`src/design/sskvt_ram.sv`:
```
// ----------------------------------------------------------------------------
// sskvt_ram
// generic single write port, single read port ram with registered read data
// ----------------------------------------------------------------------------
module sskvt_ram #(
    parameter int WIDTH = 8,
    parameter int DEPTH = 256,
    parameter int ADDR_BITS = $clog2(DEPTH)
) (
    input  logic                 aclk,
    input  logic                 we,
    input  logic [ADDR_BITS-1:0] waddr,
    input  logic [WIDTH-1:0]     wdata,
    input  logic [ADDR_BITS-1:0] raddr,
    output logic [WIDTH-1:0]     rdata
);

    logic [WIDTH-1:0] mem_reg [DEPTH];
    logic [WIDTH-1:0] rdata_reg;

    always_ff @(posedge aclk) begin
        if (we) begin
            mem_reg[waddr] <= wdata;
        end
        rdata_reg <= mem_reg[raddr];
    end

    assign rdata = rdata_reg;

endmodule

```
`config.mk`:
```
export PLATFORM = sky130hd
export DESIGN_NAME = sskvt_ram
export DESIGN_NICKNAME = d
export VERILOG_FILES = /design/src/design/sskvt_ram.sv
export SDC_FILE = /design/constraint.sdc
export NUM_CORES = 2
export LEC_CHECK = 0
export BUFFER_PORTS_ARGS = -buffer_cell sky130_fd_sc_hd__buf_2
export CAP_MARGIN = 20
export CORE_UTILIZATION = 55
export CTS_BUF_LIST = sky130_fd_sc_hd__clkbuf_2
export DETAILED_ROUTE_END_ITERATION = 8
export GPL_TIMING_DRIVEN = 0
export PLACE_DENSITY = 0.75
export RECOVER_POWER = 100
export SETUP_SLACK_MARGIN = 0.2
export SYNTH_ARGS = -nofsm -noshare
export SYNTH_HDL_FRONTEND = slang
export SYNTH_SLANG_ARGS = --single-unit
```
`constraint.sdc`:
```
create_clock -name aclk -period 1.99 [get_ports aclk]
set_input_delay 0.199 -clock aclk [delete_from_list [all_inputs] [get_ports aclk]]
set_output_delay 0.199 -clock aclk [all_outputs]
set_load 0.02 [all_outputs]
```
* Word-level counts from Yosys, hierarchy flattened
Memories as Yosys holds them, arrays and structs flattened. A register that Yosys moved wholly into a read port is not among the register bits. Index checks and enable logic that the tools add are counted.
Storage, ports and cells: memory bits (read-only) 0, flip-flop bits (word level) 0, bits in writable memories 2048, output and inout port bits 8, latch bits 0, input bits 26, word-level logic and storage cells 3, memories 1
Operators by class: mux-type cells 2, $mul 0, reduce and logical (&&, ||, !) cells 0, div/mod/pow operators 0, $lt $le $gt $ge 0, $add $sub $neg 0, eq/ne operators 0, bitwise gates (word level) 0, shift-type cells 0
Memory list:
- mem_reg | words 256, width 8, rd ports 1, clocked after Yosys merged registers in 1, wr ports 1, RTL line 18 | logic [WIDTH-1:0] mem_reg [DEPTH];
Operators by type and width (number):
- 1-bit 2-to-1 mux | 2

* Logic depth before layout (Yosys ltp)
word-level depth 2, mapped depth 11, gate-level depth less buffers 6

* Worst setup path after synthesis
No wires, ideal clock.
kind in2reg, start point input port raddr[0], end point register rdata_reg[2] (netlist: rdata[2]) (read register of mem_reg), arrival time 2.006 ns, required time 1.859 ns, cell stages on the path 9, buffers on the path 4, library setup time 0.131 ns, slack -0.147 ns, cell sequence buf_6 buf_12 buf_8 buf_2 mux4_2 a22oi_1 a21oi_1 nor4_1 nor4_2
RTL lines:
- start: declaration | RTL line 14 | input logic [ADDR_BITS-1:0] raddr,
- end: declaration | RTL line 19 | logic [WIDTH-1:0] rdata_reg;

==> results.json <==
{
  "critPathLaunchType": "input pin",
  "drt_iter0_drc": 7856,
  "min_from": "we",
  "ys_ff_latch": 2056,
  "powerDensity_nw_per_um2": 890,
  "p_sw_share_pct": 25.5,
  "place_inst": 5689,
  "cp_cell_sequence": "buf_2 > dlygate4sd3_1 > buf_2 > clkbuf_1 > o221ai_1 > nor3_1 > a21oi_1 > a22oi_1 > nor4_4",
  "antenna_found_initial": 10,
  "p_leak_nw": 28.5,
  "synth_top_area_share_pct": 77.3,
  "setup_violations": 2602,
  "worst_path_most_repeated_cell": "buf_2",
  "slew_headroom_pct": -14.7,
  "placed_area_um2": 83000,
  "startpoint": "raddr[5]",
  "fillCellCount": 9644,
  "dieArea_um2": 146000,
  "clk_pin_slew_worst_paths_ns": 0.12,
  "grt_pass1_vias": 43597,
  "area_growth_pct": 13.2,
  "route.detailed.drc": 62,
  "syn_nets": 3759,
  "grt_util_all_layers_pct": 32.1,
  "cp.arrival_ns": 4.77,
  "drv_cap": 1,
  "cts_buffers": 487,
  "crit_family": "buffers and inverters",
  "rows": 139,
  "post-place-ws_ns": -2.76,
  "cp.required_ns": 3.69,
  "synth_cell_types": 55,
  "largest_reg_flops": 2048,
  "slew_viol_final": 129,
  "cts.sinks": 2056,
  "cts_tree": "done",
  "holdWs_ns": 0.0433,
  "async_reset_ff_share_pct": 0,
  "period_share_pct": 154,
  "start_util_pct": 55.4,
  "fin_util_pct": 62.8,
  "wl_mm": 235,
  "synthSimpleGateAreaFrac_pct": 2.63,
  "final_cell_area_um2": 90100,
  "clkPwrFrac_pct": 33.2,
  "wirelength_met1_mm": 78.7,
  "finalClockSkew_ns": 0.132,
  "max_stage_delay_ns": 1.04,
  "grt_pass1_wl_mm": 321,
  "path_buf_inv": 4,
  "ir_drop_mv": 0.664,
  "end_kind": "flop",
  "synth_area_leaders": "edfxtp_1, mux4_2, mux2i_1",
  "rsz0062_at_grt": "true",
  "yosys_warnings": 0,
  "pwr-share-seq_pct": 59.6,
  "synth_edf_count": 2048,
  "clk_latency_ns": 1.87,
  "htree_levels": 5,
  "drive_gt1_share_pct": 36.2,
  "final_antenna_net_count": 0,
  "fp.dieH_um": 382,
  "grt_max_degree": 158,
  "pwr-share-comb_pct": 7.2,
  "crit_fanout": 10,
  "synth-xor-area-share_pct": 0,
  "crit_slowest_cell": "dlygate4sd3_1",
  "synth_top_family_by_area": "multiplexers",
  "fin_ws_ns": -1.08,
  "avgSynthCellArea_um2": 21.3,
  "violations": "design-rule violations, max-capacitance violations, max-slew violations, negative setup slack",
  "route.met3.wl_mm": 38.0,
  "fmax_mhz": 326,
  "ctsRootBufferMaster": "clkbuf_2",
  "num_vias": 44845,
  "power.internal_mw": 59.7,
  "met2_length_mm": 103,
  "max_slew.worst_pin.slew_ns": 1.72,
  "hp-class": "input pin to flop",
  "synth_compound_area_share_pct": 3.42,
  "dr.max_layer_used": "met5",
  "run_status": "finished with violations",
  "rr_startpoint": "mem_reg[43][3]",
  "synth.largest_area_cell": "edfxtp_1",
  "chipWidth_um": 382,
  "setup-tns-final_ns": -724.62,
  "clk_path_buf_depth": 4,
  "via_per_inst": 6.72,
  "place_hpwl_mm": 152,
  "synthFlopType": "edfxtp_1",
  "synth_fa_ha_area_share_pct": 0,
  "hold_viol": 0,
  "overflow": 0,
  "synthMuxAreaShare_pct": 14.6,
  "power.total_mw": 80.1,
  "io_pins": 34,
  "min_period_ns": 3.07,
  "switchingPower_mw": 20.4,
  "syn-cell-area_um2": 79600,
  "post_drt_wl_per_cell_um": 35.3,
  "place_congestion": 1.07,
  "nets": 4404,
  "port_buffers": 26,
  "core_area_um2": 143000,
  "syn_inst": 3733,
  "finalNonFillerCells": 6672,
  "path_class": "input pin to flop",
  "ys_seq_area_share_pct": 77.5,
  "firstDrtPassIters": 9
}
[synthesized netlist by cell type (all sizes together) (2+ instances only)]
| cell | instances |
|---|---|
| or2 | 4 |
| and2 | 6 |
| o32ai | 5 |
| o21ai | 12 |
| buf | 122 |
| nor3 | 22 |
| nand4 | 10 |
| and3b | 2 |
| nor2 | 282 |
| nor4 | 27 |
| a22oi | 133 |
| a211oi | 16 |
| o221ai | 47 |
| a22o | 8 |
| a31oi | 2 |
| dfxtp | 8 |
| a21oi | 96 |
| o22a | 5 |
| edfxtp | 2048 |
| clkbuf | 111 |
| a2111oi | 5 |
| nand3 | 34 |
| o211ai | 10 |
| nand2b | 8 |
| nand2 | 33 |
| mux4 | 456 |
| o22ai | 28 |
| nand3b | 2 |
| a311oi | 2 |
| a221oi | 14 |
| mux2i | 134 |
| nor2b | 31 |
[tightest hold or removal path: cells and delay by family]
family / cells / cell delay, ns
and+or+nand+nor: 2 / 0.51
buffers and inverters: 3 / 1.02
[area by class of cell]
class                           count  area (um^2)  share of cell area [%]
Antenna cell                       19         47.5                  0.0528
Clock buffer                      725         3630                    4.03
Tap cell                         1903         2380                    2.64
Inverter                            2         7.51                 0.00833
Multi-Input combinational cell   1442        18300                    20.3
Sequential cell                  2056        61700                    68.5
Timing Repair Buffer              156         1640                    1.82
Clock inverter                    136          627                   0.696
Buffer                            233         1770                    1.97
[what timing repair did]
item                                     CTS  global route
endpoints found under the hold margin   3847           704
hold buffers                              83            12
resized for setup                        114           508
buffers inserted                           0             7
pin swaps                                 20            28
endpoints found under the setup margin    37          1839
[worst paths after layout]
kind / end / slack, ns / cells after the start
worst max-delay path: rdata[6] / -1.08 / 9
worst max register to register: rdata[3] / -0.76 / 6
worst min register to register: rdata[5] / 1.25 / 6
worst min-delay path: mem_reg[26][5] / 0.04 / 5
[layout by cell type (no fill, tap or decap), types with 23 or more instances in the layout]
cell type / count
nor2_2: 76
clkinv_1: 122
dlygate4sd3_1: 79
edfxtp_1: 2048
buf_2: 57
nor2b_1: 23
nand3_1: 30
nor2_4: 128
buf_6: 24
mux2i_1: 134
a22oi_1: 131
clkbuf_2: 765
nand2_1: 31
o221ai_1: 44
clkbuf_1: 65
mux4_2: 454
nor2_1: 78
a21oi_1: 90
o22ai_1: 28
buf_8: 29
buf_4: 23
buf_12: 30
[power groups by stage]
| stage | combinational (mW) | clock [mW] | sequential [mW] |
|---|---|---|---|
| floorplan | 2.40 | 0 | 48.7 |
| CTS | 5.40 | 26.5 | 47.7 |
| finish | 5.76 | 26.6 | 47.7 |
| global placement | 4.79 | 0 | 48.8 |
| global route | 5.76 | 28.6 | 47.7 |
| detailed placement | 4.99 | 0 | 48.7 |
[kinds of logic after synthesis]
logic type / Yosys count
flops: 2056
compound gates: 385
mux: 591
simple gates: 466
buf+inv: 235
[metal layers]
layer / vias to the layer above / global-route usage [%]
li1: 17368 / -
met1: 22578 / 41.5
met2: 4016 / 46.2
met3: 877 / 12.5
met4: 6 / 18.9
met5: - / 1.16
No activity file was read; power rests on OpenSTA's default activity.
