==> config.mk <==
export PLATFORM = sky130hd
export DESIGN_NAME = sskvt_engine
export DESIGN_NICKNAME = d
export VERILOG_FILES = /design/src/design/sskvt_pkg.sv /design/src/design/sskvt_engine.sv
export SDC_FILE = /design/constraint.sdc
export NUM_CORES = 1
export LEC_CHECK = 0
export BUFFER_PORTS_ARGS = -buffer_cell sky130_fd_sc_hd__buf_2
export CORE_MARGIN = 1
export CORE_UTILIZATION = 30
export DETAILED_ROUTE_END_ITERATION = 8
export GPL_TIMING_DRIVEN = 0
export HOLD_SLACK_MARGIN = 0.05
export PLACE_DENSITY = 0.61
export SLEW_MARGIN = 20
export SYNTH_ARGS = -nofsm -noshare
export SYNTH_HDL_FRONTEND = slang
export SYNTH_SLANG_ARGS = --single-unit
==> constraint.sdc <==
create_clock -name aclk -period 7.91 [get_ports aclk]
set_clock_uncertainty 0.1 [all_clocks]
set_input_delay 1.582 -clock aclk [delete_from_list [all_inputs] [get_ports aclk]]
set_output_delay 1.582 -clock aclk [all_outputs]
set_load 0.02 [all_outputs]
==> src/design/sskvt_pkg.sv <==
// ----------------------------------------------------------------------------
// sskvt_pkg
// shared types and operation codes of the sparse set key/value table
// ----------------------------------------------------------------------------
package sskvt_pkg;

    localparam int OP_BITS = 2;

    typedef enum logic [OP_BITS-1:0] {
        OP_ADD    = 2'd0,
        OP_REMOVE = 2'd1,
        OP_LOOKUP = 2'd2,
        OP_CLEAR  = 2'd3
    } sskvt_op_t;

    typedef enum logic [1:0] {
        ST_IDLE,
        ST_SPARSE,
        ST_CHECK,
        ST_MOVE
    } sskvt_state_t;

endpackage

==> src/design/sskvt_engine.sv <==
// ----------------------------------------------------------------------------
// sskvt_engine
// operation sequencer: sparse read, dense read and check, optional move of
// the last dense entry on remove, result register
// ----------------------------------------------------------------------------
module sskvt_engine
    import sskvt_pkg::*;
#(
    parameter int KEY_BITS   = 12,
    parameter int CAPACITY   = 256,
    parameter int VALUE_BITS = 32,
    parameter int IDX_BITS   = $clog2(CAPACITY),
    parameter int CNT_BITS   = $clog2(CAPACITY + 1),
    parameter int IN_W       = OP_BITS + KEY_BITS + VALUE_BITS,
    parameter int IN_TW      = ((IN_W + 7) / 8) * 8,
    parameter int OUT_W      = 2 + VALUE_BITS + CNT_BITS,
    parameter int OUT_TW     = ((OUT_W + 7) / 8) * 8,
    parameter int DN_W       = KEY_BITS + VALUE_BITS
) (
    input  logic                aclk,
    input  logic                aresetn,
    input  logic                s_tvalid,
    output logic                s_tready,
    input  logic [IN_TW-1:0]    s_tdata,
    output logic                m_tvalid,
    input  logic                m_tready,
    output logic [OUT_TW-1:0]   m_tdata,
    output logic [KEY_BITS-1:0] sp_raddr,
    input  logic [IDX_BITS-1:0] sp_rdata,
    output logic                sp_we,
    output logic [KEY_BITS-1:0] sp_waddr,
    output logic [IDX_BITS-1:0] sp_wdata,
    output logic [IDX_BITS-1:0] dn_raddr,
    input  logic [DN_W-1:0]     dn_rdata,
    output logic                dn_we,
    output logic [IDX_BITS-1:0] dn_waddr,
    output logic [DN_W-1:0]     dn_wdata
);

    sskvt_state_t            state_reg, state_next;
    sskvt_op_t               op_reg;
    logic [KEY_BITS-1:0]     key_reg;
    logic [VALUE_BITS-1:0]   val_reg;
    logic [IDX_BITS-1:0]     slot_reg, slot_next;
    logic [CNT_BITS-1:0]     count_reg, count_next;
    logic                    m_tvalid_reg;
    logic [OUT_W-1:0]        m_data_reg, m_data_next;
    logic                    load_out;

    logic                    accept;
    logic                    out_free;
    logic [KEY_BITS-1:0]     rd_key;
    logic [VALUE_BITS-1:0]   rd_val;
    logic                    hit_now;
    logic                    full;
    logic [IDX_BITS-1:0]     last_idx;
    logic                    found;
    logic                    status;
    logic [VALUE_BITS-1:0]   vout;

    assign accept   = s_tvalid && s_tready;
    assign out_free = !m_tvalid_reg || m_tready;
    assign rd_key   = dn_rdata[DN_W-1:VALUE_BITS];
    assign rd_val   = dn_rdata[VALUE_BITS-1:0];
    assign hit_now  = (CNT_BITS'(slot_reg) < count_reg) && (rd_key == key_reg);
    assign full     = (count_reg == CNT_BITS'(CAPACITY));
    assign last_idx = IDX_BITS'(count_reg - CNT_BITS'(1));

    assign s_tready = (state_reg == ST_IDLE);
    assign sp_raddr = s_tdata[OP_BITS +: KEY_BITS];
    assign m_tvalid = m_tvalid_reg;
    assign m_tdata  = OUT_TW'(m_data_reg);

    always_comb begin
        state_next = state_reg;
        slot_next  = slot_reg;
        count_next = count_reg;
        load_out   = 1'b0;
        found      = 1'b0;
        status     = 1'b0;
        vout       = '0;
        dn_raddr   = slot_reg;
        sp_we      = 1'b0;
        sp_waddr   = key_reg;
        sp_wdata   = IDX_BITS'(count_reg);
        dn_we      = 1'b0;
        dn_waddr   = slot_reg;
        dn_wdata   = {key_reg, val_reg};

        case (state_reg)
            ST_IDLE: begin
                if (accept) begin
                    state_next = ST_SPARSE;
                end
            end
            ST_SPARSE: begin
                slot_next  = sp_rdata;
                dn_raddr   = sp_rdata;
                state_next = ST_CHECK;
            end
            ST_CHECK: begin
                found = hit_now;
                if (op_reg == OP_REMOVE && hit_now) begin
                    dn_raddr   = last_idx;
                    state_next = ST_MOVE;
                end else if (out_free) begin
                    load_out   = 1'b1;
                    state_next = ST_IDLE;
                    case (op_reg)
                        OP_ADD: begin
                            if (hit_now) begin
                                dn_we = 1'b1;
                            end else if (full) begin
                                status = 1'b1;
                            end else begin
                                dn_we      = 1'b1;
                                dn_waddr   = IDX_BITS'(count_reg);
                                sp_we      = 1'b1;
                                count_next = count_reg + CNT_BITS'(1);
                            end
                        end
                        OP_LOOKUP: begin
                            if (hit_now) begin
                                vout = rd_val;
                            end
                        end
                        OP_CLEAR: begin
                            count_next = '0;
                        end
                        default: begin
                        end
                    endcase
                end
            end
            ST_MOVE: begin
                found    = 1'b1;
                dn_raddr = last_idx;
                if (out_free) begin
                    load_out   = 1'b1;
                    state_next = ST_IDLE;
                    dn_we      = 1'b1;
                    dn_wdata   = dn_rdata;
                    sp_we      = 1'b1;
                    sp_waddr   = rd_key;
                    sp_wdata   = slot_reg;
                    count_next = count_reg - CNT_BITS'(1);
                end
            end
            default: begin
                state_next = ST_IDLE;
            end
        endcase

        m_data_next = {count_next, vout, status, found};
    end

    always_ff @(posedge aclk) begin
        if (!aresetn) begin
            state_reg    <= ST_IDLE;
            count_reg    <= '0;
            m_tvalid_reg <= 1'b0;
        end else begin
            state_reg <= state_next;
            count_reg <= count_next;
            if (load_out) begin
                m_tvalid_reg <= 1'b1;
            end else if (m_tready) begin
                m_tvalid_reg <= 1'b0;
            end
        end
    end

    always_ff @(posedge aclk) begin
        if (accept) begin
            op_reg  <= sskvt_op_t'(s_tdata[OP_BITS-1:0]);
            key_reg <= s_tdata[OP_BITS +: KEY_BITS];
            val_reg <= s_tdata[OP_BITS + KEY_BITS +: VALUE_BITS];
        end
        slot_reg <= slot_next;
        if (load_out) begin
            m_data_reg <= m_data_next;
        end
    end

endmodule

# Word-level counts from Yosys, hierarchy flattened
# Cells that the tools add are included.
# totals
input_bits	104
reg_bits	109
n_memories	0
ramBits	0
latch_bits	0
output_inout_bits	144
romBits	0
word_cells	80
# op_classes
multipliers	0
addsub	2
order_cmp	1
div_mod_pow	0
bitwise	5
reduce_logical	10
eq_ne	9
shifts	0
muxes	43
# ops
operator	n
$mux W44	2
$mux W8	9
$mux W9	5
$pmux W9 S2	2
$mux W12	2
$pmux W8 S3	1
$mux W1	14
$eq A12 B12 Y1	1
$reduce_or A5 Y1	2
$add A9 B1 Y9 const B	1
$eq A9 B9 Y1 const B	1
$lt A8 B9 Y1	1
$sub A9 B1 Y9 const B	1
$eq A2 B2 Y1 const B	4
$pmux W1 S2	4
$pmux W2 S4	1
$mux W2	3
$not A1 Y1	5
$eq A2 B1 Y1 const B	2
$logic_not A2 Y1	2
$logic_and A1 B1 Y1	3
$ne A2 B1 Y1 const B	1
$reduce_bool A2 Y1	1
$logic_not A1 Y1	1
$logic_or A1 B1 Y1	1

# Depth between registers and ports, before layout
# Gate-level depths: netlist (run 1).
# depth
word_depth	7
depth_mapped	11

# Least setup slack after synthesis (run 1)
# OpenSTA, ideal clock, no wires.
# synth_timing
path_type	in2out
start	in dn_rdata[40]
end	out dn_we
t_arrival_ns	3.553
slack_ns	2.675
stages	8
path_cell_list	xor2_1 nor4_1 nand2_1 or4_4 buf_6 nor2_1 nor2_1 o31ai_1
# synth_between
elab_chain_len	7
word_cells_on_any_way	8
# synth_rtl
element	line	source
start, declared	sskvt_engine.sv:34	input logic [DN_W-1:0] dn_rdata,
$eq A12 B12 Y1 (*)	sskvt_engine.sv:65	assign hit_now = (CNT_BITS'(slot_reg) < count_reg) && (rd_key == key_reg);
$logic_and A1 B1 Y1 (*)	sskvt_engine.sv:65	
$mux W1	sskvt_engine.sv:111	if (hit_now) begin
$mux W1	sskvt_engine.sv:109	case (op_reg)
$mux W1	sskvt_engine.sv:106	end else if (out_free) begin
$mux W1 (*)	sskvt_engine.sv:103	if (op_reg == OP_REMOVE && hit_now) begin
$pmux W1 S2 (*)	sskvt_engine.sv:90	case (state_reg)
end, declared	sskvt_engine.sv:35	output logic dn_we,
# Mark *: on every way between the ends. The rest lies on a longest branch, timed or not.

# Final worst setup path (run 1)
# layout_timing
start	in dn_rdata[39]
end	out dn_waddr[1]
# layout_between
elab_chain_len	7
word_cells_on_any_way	8
# layout_rtl
element	line	source
$eq A12 B12 Y1 (*)	sskvt_engine.sv:65	
$logic_and A1 B1 Y1 (*)	sskvt_engine.sv:65	
$mux W8	sskvt_engine.sv:111	
$mux W8	sskvt_engine.sv:109	
$mux W8	sskvt_engine.sv:106	
$mux W8 (*)	sskvt_engine.sv:103	
$mux W8 (*)	sskvt_engine.sv:90	
end, declared	sskvt_engine.sv:36	output logic [IDX_BITS-1:0] dn_waddr,
# Marked as above.

==> flow_metrics.py, run 1 <==
metrics = {
    "clocking": {
        "cts_post_setup_buffers_inserted": 0,
        "cts_hold_buffers": 0,
        "cts_tree": "built",
        "cts_made_buffers": 9,
        "clk_pin_slew_ns": 0.07,
        "post_cts_resized": 0,
        "htreeDepth": 3,
        "clock_sinks": 109,
        "clk_latency_ns": 0.35,
        "clockBufferDepth": 2,
        "clockRootBuffer": "clkbuf_16",
    },
    "timing": {
        "tightest_slew_ns": 0.7936,
        "setup_tns_ns": 0,
        "period_share": 0.7472,
        "rsz0062_at_grt": "no",
        "finalCriticalPeriod_ns": 5.910,
        "fmax_ghz": 0.1692,
        "slew_headroom": 0.4665,
        "finalHoldViolations": 0,
        "setup_viol": 0,
        "slew_violations": 0,
    },
    "die": {
        "die_h_um": 141.9,
        "start_util": 0.3099,
        "io_pins": 248,
        "rows": 50,
        "dieArea_um2": 20150,
        "core_area_um2": 18960,
        "die_w_um": 141.9,
    },
    "worst_setup_path": {
        "ff2ff_path_depth": 10,
        "worstSetupPathType": "in2out",
        "critPathMaxFanout": 9,
        "cp-startpoint": "dn_rdata[39]",
        "cp_num_cells": 9,
        "path_buf_inv": 2,
        "startpoint_type": "input pin",
        "crit_chain": "buf_2 -> xor2_1 -> nor4_1 -> nand2_1 -> nor4_2 -> nand2_2 -> nand3b_2 -> mux2_1 -> buf_2",
        "crit_family": "simple AND/OR/NAND/NOR gates",
        "cp_common_cell": "buf_2",
        "cpMaxStageDelayCell": "nor4_2",
        "cp_data_arrival_time_ns": 4.23,
        "cp_data_required_time_ns": 6.23,
        "setup.worst_path.end_class": "primary output",
        "cpPeakStageDelay_ns": 0.69,
        "r2r-start": "count_reg[6]$_SDFF_PN0_",
    },
    "finish": {
        "final_cells": 1110,
        "seq_area_um2": 3153,
        "layout_common_cells": "buf_2 (244), nand2_1 (158), edfxtp_1 (97)",
        "nets": 961,
        "design_area_um2": 7782,
        "drive_gt1_frac": 0.3726,
        "fill_cells": 1875,
        "area_growth_pct": 32.48,
        "layout_commonest_cell": "buf_2",
        "multi_input_area_um2": 2359,
        "largest_reg_flops": 43,
    },
    "placed_design": {
        "place_congestion": 0.9138,
        "dpl.hpwl_um": 13610,
        "io_buffers": 240,
        "placement.cell_area_um2": 7458,
        "dp.cells": 1093,
    },
    "grt": {
        "grt_usage": 0.1760,
        "grt_overflow": 0,
        "grt_max_degree": 32,
        "grt_pass1_wl_um": 26920,
        "antenna_found_initial": 2,
        "first_global_vias": 5004,
    },
    "synthesis": {
        "syn_inst": 587,
        "synth_seq_cells": 109,
        "ys_seq_area_frac": 0.5367,
        "synth-edff-count": 97,
        "synthFlopType": "edfxtp_1",
        "syn_avg_cell_area_um2": 10.01,
        "synth_area_um2": 5874,
        "synth_warnings": 0,
        "async_reset_ff_frac": 0,
        "ys_types": 63,
    },
    "run_status": {
        "outcome": "finished clean",
    },
    "power": {
        "power_leakage_uw": 0.003491,
        "ir_drop_mv": 0.1276,
        "switching_share": 0.3065,
        "internal_power_uw": 1090,
        "pwr-share-clk": 0.320,
        "powerDensity_nw_per_um2": 202.0,
        "pwr-share-comb": 0.238,
        "power.switching_uw": 481.9,
        "p_seq_frac": 0.442,
    },
    "drt": {
        "drc": 0,
        "avgViaCountPerCell": 4.679,
        "drtIter0Drc": 293,
        "antenna_left": 0,
        "dr_total_vias": 5194,
        "avgRoutedWirePerCell_um": 16.07,
        "first_pass_iters": 5,
        "totalWireLength_um": 17840,
    },
    "min_path": {
        "hold_path.class": "reg2reg",
        "holdCritStartpoint": "count_reg[5]$_SDFF_PN0_",
        "min_path_cells": 2,
    },
    "job": {
        "drv_cap": 0,
    },
}
-- cells in the mapped netlist, types with 4 or more instances --
master	instances	area, um^2
mux2_2	12	135.1
o21ai_1	8	40.04
xnor2_1	10	87.58
nor4_1	7	43.79
nor3_1	10	50.05
inv_1	10	37.54
a31oi_1	8	50.05
a21oi_1	18	90.09
clkbuf_1	21	78.83
nand3_1	12	60.06
mux2_1	4	45.04
o21ai_0	12	60.06
o22ai_1	9	56.30
nand2_1	158	593.1
buf_2	4	20.02
xor2_1	8	70.07
and2_1	39	244.0
ha_1	13	162.7
dfxtp_1	12	240.2
nand4_1	7	43.79
buf_4	29	217.7
nor2_1	24	90.09
nor2b_1	4	25.02
edfxtp_1	97	2913
-- power groups by stage --
stage,registers (uW),logic [uW],clock network (uW)
3_3_place_gp,710,367,0
3_5_place_dp,708,376,0
6_report,695,375,503
4_1_cts,695,378,515
2_1_floorplan,723,217,0
5_1_grt,700,406,534
-- final cells by class --
cell class              instances  share of cell area
flip-flops and latches        109              0.4051
multi-input cells             413              0.3031
repair buffers                242              0.1595
plain buffers                  56             0.04260
well taps                     260             0.04180
clock buffers                   9             0.02894
clock inverters                 6             0.01206
inverters                      13            0.006270
diodes                          2           0.0006431
-- metrics by stage --
step	worst slack, ns	hold slack (ns)	total power, uW	util
floorplan	2.675	0.4150	940.5	-
global placement	1.999	0.4703	1077	0.3912
detailed placement	2.007	0.4723	1085	0.3935
CTS	2.010	0.4887	1588	0.4103
global route	1.835	0.5290	1640	0.4103
finish	2.000	0.5135	1572	0.4106
-- worst min-delay path, delay by kind of cell, from the launching register on --
| family | cells | cell delay (ns) |
|---|---|---|
| AO/OA/AOI/OAI | 1 | 0.07 |
| flip-flops | 1 | 0.39 |
| AND/OR/NAND/NOR | 1 | 0.10 |
-- final timing paths --
check,endpoint,slack (ns)
worst min-delay path,count_reg[5]$_SDFF_PN0_,0.51
worst max register to register,m_data_reg[29]$_SDFFCE_PP0P_,4.32
worst max-delay path,dn_waddr[1],2.00
worst min register to register,count_reg[5]$_SDFF_PN0_,0.51
-- cell families after synthesis --
group	after synthesis	synth area share
AOI/OAI and AO/OA	81	0.09052
xor gates and xnor gates	18	0.02684
adders and majority gates	13	0.02769
buffers and inverters	69	0.06475
DFF	109	0.5367
muxes	17	0.03237
other	1	0.0006384
and+or+nand+nor	279	0.2204
-- metal layers --
metal	vias to the layer above	track usage	wire length, um
met1	2409	0.2149	7277
met3	31	0.03735	1185
met2	213	0.2987	8878
met5	-	0	13
met4	2	0.07810	479
li1	2539	-	-
(Power assumes the default switching activity.)
==> run 2: changes to the inputs <==
PLACE_DENSITY = 0.63   (was 0.61)
clock period = 5.3 ns   (was 7.91 ns; I/O delays follow)
==> run 2 against run 1 <==
Combinational power rose by 48%. Sequential cell count did not move. Wire length fell by 1.1%. Worst setup slack got worse by 1.7 ns. Core utilization fell by 0.25 points. Highest routed layer is now met4.
==> flow_metrics.py, run 2 (same netlist as run 1, synthesis figures left out) <==
metrics = {
    "drt": {
        "antenna_left": 0,
        "totalWireLength_um": 17640,
        "avgRoutedWirePerCell_um": 15.88,
        "avgViaCountPerCell": 4.616,
        "drc": 0,
        "drtIter0Drc": 307,
        "dr_total_vias": 5128,
        "first_pass_iters": 6,
    },
    "clocking": {
        "clk_pin_slew_ns": 0.08,
        "cts_tree": "built",
        "clockRootBuffer": "clkbuf_16",
        "cts_hold_buffers": 0,
        "htreeDepth": 3,
        "cts_post_setup_buffers_inserted": 0,
        "clockBufferDepth": 2,
        "clock_sinks": 109,
        "clk_latency_ns": 0.35,
        "post_cts_resized": 0,
        "cts_made_buffers": 9,
    },
    "placed_design": {
        "placement.cell_area_um2": 7440,
        "io_buffers": 240,
        "place_congestion": 0.9016,
        "dpl.hpwl_um": 13640,
    },
    "finish": {
        "layout_commonest_cell": "buf_2",
        "design_area_um2": 7735,
        "area_growth_pct": 31.67,
        "largest_reg_flops": 43,
        "drive_gt1_frac": 0.3715,
        "fin_util": 0.4081,
        "nets": 960,
        "layout_common_cells": "buf_2 (244), nand2_1 (158), edfxtp_1 (97)",
    },
    "timing": {
        "fmax_ghz": 0.2015,
        "tightest_slew_ns": 0.8563,
        "rsz0062_at_grt": "no",
        "setup_viol": 0,
        "finalHoldViolations": 0,
        "slew_violations": 0,
        "period_share": 0.9366,
        "finalCriticalPeriod_ns": 4.964,
        "setup_tns_ns": 0,
        "slew_headroom": 0.4244,
    },
    "die": {
        "rows": 50,
        "start_util": 0.3099,
        "dieArea_um2": 20150,
        "core_area_um2": 18960,
        "die_w_um": 141.9,
        "io_pins": 248,
        "die_h_um": 141.9,
    },
    "power": {
        "pwr-share-comb": 0.246,
        "ir_drop_mv": 0.1542,
        "power_leakage_uw": 0.003463,
        "p_seq_frac": 0.459,
        "switching_share": 0.3211,
        "finalPower_uw": 2261,
        "internal_power_uw": 1535,
        "powerDensity_nw_per_um2": 292.3,
        "pwr-share-clk": 0.296,
        "power.switching_uw": 726.0,
    },
    "run_status": {
        "outcome": "finished clean",
    },
    "worst_setup_path": {
        "cp_data_arrival_time_ns": 3.80,
        "startpoint_type": "register",
        "worstSetupPathType": "reg2out",
        "cp_data_required_time_ns": 4.14,
        "path_buf_inv": 3,
        "cpMaxStageDelayCell": "nor4_2",
        "crit_family": "simple AND/OR/NAND/NOR gates",
        "critPathMaxFanout": 9,
        "setup.worst_path.end_class": "primary output",
        "crit_chain": "clkbuf_1 -> inv_1 -> ha_1 -> a21oi_1 -> nor3b_1 -> nor4_2 -> nand2_2 -> nand3b_2 -> mux2_1 -> buf_2",
        "cpPeakStageDelay_ns": 0.78,
    },
    "grt": {
        "use_met3": 0.04307,
        "use_met2": 0.3044,
        "met1_usage": 0.2078,
        "grt_pass1_wl_um": 26740,
        "grt_max_degree": 47,
        "grt_usage": 0.1749,
        "grt.busiest_layer": "met2",
        "first_global_vias": 4975,
        "grt_overflow": 0,
        "antenna_found_initial": 3,
    },
    "job": {
        "drv_cap": 0,
    },
    "min_path": {
        "hold_path.class": "reg2reg",
    },
}
-- run 2: changes by cell type in the layout (fill, tap and decap cells not counted), sizes merged --
cell and change:
clkinvlp +1, diode +1, bufinv -2, inv +1
clkinv +1, buf -1
-- run 2: area by class of cell --
cell class,instances,area (um^2)
plain buffers,56,331.6
repair buffers,241,1221
flip-flops and latches,109,3153
inverters,13,48.80
clock buffers,9,225.2
diodes,3,7.507
fillers,1898,11220
multi-input cells,413,2360
clock inverters,7,62.56
well taps,260,325.3
-- run 2: final timing paths --
check        slack, ns                    start                            to  cells after the start
max               0.34  count_reg[6]$_SDFF_PN0_                   dn_waddr[1]                     10
min               0.51  count_reg[5]$_SDFF_PN0_       count_reg[5]$_SDFF_PN0_                      2
max reg2reg       1.71  count_reg[6]$_SDFF_PN0_  m_data_reg[27]$_SDFFCE_PP0P_                     10
min reg2reg       0.51  count_reg[5]$_SDFF_PN0_       count_reg[5]$_SDFF_PN0_                      2
-- run 2: stage by stage --
step | cells | hold slack [ns] | worst slack (ns)
finish | 1111 | 0.5072 | 0.3362
global route | 1109 | 0.5203 | 0.1557
CTS | 1108 | 0.4868 | 0.3857
detailed placement | 1092 | 0.4703 | 0.4037
global placement | 1091 | 0.4737 | 0.4317
floorplan | 591 | 0.4150 | 1.109
-- run 2: power by group through the flow --
stage | Sequential, uW | Combinational, uW | Clock, uW
after floorplan | 1080 | 324 | 0
after global placement | 1060 | 550 | 0
after detailed placement | 1060 | 557 | 0
after CTS | 1040 | 559 | 691
after global routing | 1050 | 601 | 722
final | 1040 | 555 | 668
-- run 2: metal layers --
layer  wire length (um)  vias to the layer above
li1                   -                     2531
met1               7090                     2363
met2               8762                      207
met3               1371                       27
met4                416                        0
met5                  0                        -
-- run 2: worst min-delay path: stages (launching register included) --
cell	delay, ns
dfxtp_1	0.39
nand3_1	0.10
o22ai_1	0.07
==> run 3: changes to the inputs <==
PLACE_DENSITY = unset   (was 0.63)
PLACE_DENSITY_LB_ADDON = 0.1   (was unset)
==> run 3 against run 2 <==
Final area grew 0.11%. Largest power group unchanged. Wire length up 3.9%. Global-route usage rose by 0.85 points. Sequential cell count did not move. Clock power rose by 2%. Core utilization about the same. Register-to-register slack lost 0.07 ns. Worst setup slack improved by 0.012 ns.
==> flow_metrics.py, run 3 (same netlist as run 1, synthesis figures left out) <==
metrics = {
    "run_status": {
        "outcome": "finished clean",
    },
    "finish": {
        "area_growth_pct": 31.82,
        "seq_area_um2": 3153,
        "multi_input_area_um2": 2359,
        "drive_gt1_frac": 0.3722,
        "final_cells": 1109,
        "fill_cells": 1942,
        "layout_commonest_cell": "buf_2",
        "diodes": 0,
        "largest_reg_flops": 43,
        "nets": 961,
        "layout_common_cells": "buf_2 (244), nand2_1 (158), edfxtp_1 (97)",
        "fin_util": 0.4085,
    },
    "timing": {
        "rsz0062_at_grt": "no",
        "period_share": 0.9343,
        "finalCriticalPeriod_ns": 4.952,
        "slew_headroom": 0.4605,
        "setup_tns_ns": 0,
        "slew_violations": 0,
        "tightest_slew_ns": 0.8026,
        "fmax_ghz": 0.2019,
        "worst_slack_ns": 0.3480,
        "setup_viol": 0,
        "finalHoldViolations": 0,
    },
    "clocking": {
        "cts_hold_buffers": 0,
        "post_cts_resized": 0,
        "cts_tree": "built",
        "cts_made_buffers": 9,
        "clockRootBuffer": "clkbuf_16",
        "cts_post_setup_buffers_inserted": 0,
        "clock_sinks": 109,
        "clk_pin_slew_ns": 0.08,
        "htreeDepth": 3,
        "clk_latency_ns": 0.36,
        "clockBufferDepth": 2,
    },
    "die": {
        "dieArea_um2": 20150,
        "core_area_um2": 18960,
        "rows": 50,
        "die_w_um": 141.9,
        "io_pins": 248,
        "start_util": 0.3099,
        "die_h_um": 141.9,
    },
    "worst_setup_path": {
        "worstSetupPathType": "reg2out",
        "critPathMaxFanout": 9,
        "cp_data_required_time_ns": 4.14,
        "startpoint_type": "register",
        "cpPeakStageDelay_ns": 0.74,
        "cpMaxStageDelayCell": "nor4_2",
        "crit_chain": "clkbuf_1 -> inv_1 -> ha_1 -> a21oi_1 -> nor3b_1 -> nor4_2 -> nand2_2 -> nand3b_2 -> mux2_2 -> buf_2",
        "cp_data_arrival_time_ns": 3.79,
        "setup.worst_path.end_class": "primary output",
    },
    "drt": {
        "avgViaCountPerCell": 4.613,
        "avgRoutedWirePerCell_um": 16.53,
        "antenna_left": 0,
        "totalWireLength_um": 18330,
        "first_pass_iters": 5,
        "dr_total_vias": 5116,
        "drc": 0,
        "drtIter0Drc": 289,
    },
    "power": {
        "power_leakage_uw": 0.003474,
        "pwr-share-comb": 0.246,
        "ir_drop_mv": 0.1526,
        "internal_power_uw": 1539,
        "switching_share": 0.3243,
        "pwr-share-clk": 0.299,
        "p_seq_frac": 0.456,
        "powerDensity_nw_per_um2": 294.1,
        "power.switching_uw": 738.5,
    },
    "placed_design": {
        "place_congestion": 0.8592,
        "dp_slack_ns": 0.3535,
        "dp.cells": 1093,
        "dpl.hpwl_um": 13790,
        "io_buffers": 240,
    },
    "grt": {
        "antenna_found_initial": 0,
        "grt_max_degree": 31,
        "grt_overflow": 0,
        "first_global_vias": 5159,
        "grt_usage": 0.1834,
        "grt_pass1_wl_um": 27960,
    },
    "min_path": {
        "hold_path.class": "reg2reg",
    },
    "job": {
        "drv_cap": 0,
    },
}
==> run 3: changes by cell type in the layout (fill, tap and decap cells not counted), sizes merged <==
cell,before,now
buf,276,277
clkinvlp,1,0
diode,3,0
inv,15,14
clkbuf,30,31
clkinv,4,5
==> run 3: routing by layer <==
metal	routed length, um	share of wire	global-route usage	up-vias
li1	-	-	-	2534
met1	7902	0.43	0.2285	2349
met2	8670	0.47	0.3059	207
met3	1343	0.073	0.04273	26
met4	416	0.023	0.07414	0
met5	0	0	0	-
==> run 3: through the flow <==
stage	power, uW	hold slack (ns)	area [um^2]
floorplan	1404	0.4150	5889
global placement	1611	0.4639	7416
detailed placement	1621	0.4779	7458
CTS	2305	0.4892	7744
global route	2378	0.5249	7744
finish	2277	0.5031	7744
==> run 3: power groups by stage <==
stage | Sequential, uW | Clock (uW) | Combinational [uW]
finish | 1040 | 680 | 560
detailed placement | 1060 | 0 | 564
global route | 1040 | 722 | 612
floorplan | 1080 | 0 | 324
CTS | 1040 | 701 | 566
global placement | 1060 | 0 | 551
==> run 3: cell type report <==
cell class,count,share of cell area
sequential,109,0.4072
multi-input combinational,413,0.3046
timing repair buffer,242,0.1603
buffer,56,0.04282
tap,260,0.04201
clock buffer,10,0.02957
clock inverter,6,0.007271
inverter,13,0.006302
==> run 3: worst paths after layout <==
kind,start,endpoint,slack [ns],depth (start not counted)
setup / recovery,count_reg[6]$_SDFF_PN0_,dn_waddr[5],0.35,10
hold / removal,count_reg[5]$_SDFF_PN0_,count_reg[5]$_SDFF_PN0_,0.50,2
setup reg to reg,count_reg[6]$_SDFF_PN0_,m_data_reg[25]$_SDFFCE_PP0P_,1.64,10
hold reg to reg,count_reg[5]$_SDFF_PN0_,count_reg[5]$_SDFF_PN0_,0.50,2
==> run 3: critical path, delay by kind of cell (launching register included) <==
| kind | cells | cell delay (ns) |
|---|---|---|
| AO/OA/AOI/OAI | 1 | 0.14 |
| adder cells (fa/ha/maj) | 1 | 0.33 |
| buffers and inverters | 3 | 0.73 |
| flip-flops | 1 | 0.31 |
| multiplexers | 1 | 0.38 |
| AND/OR/NAND/NOR | 4 | 1.53 |
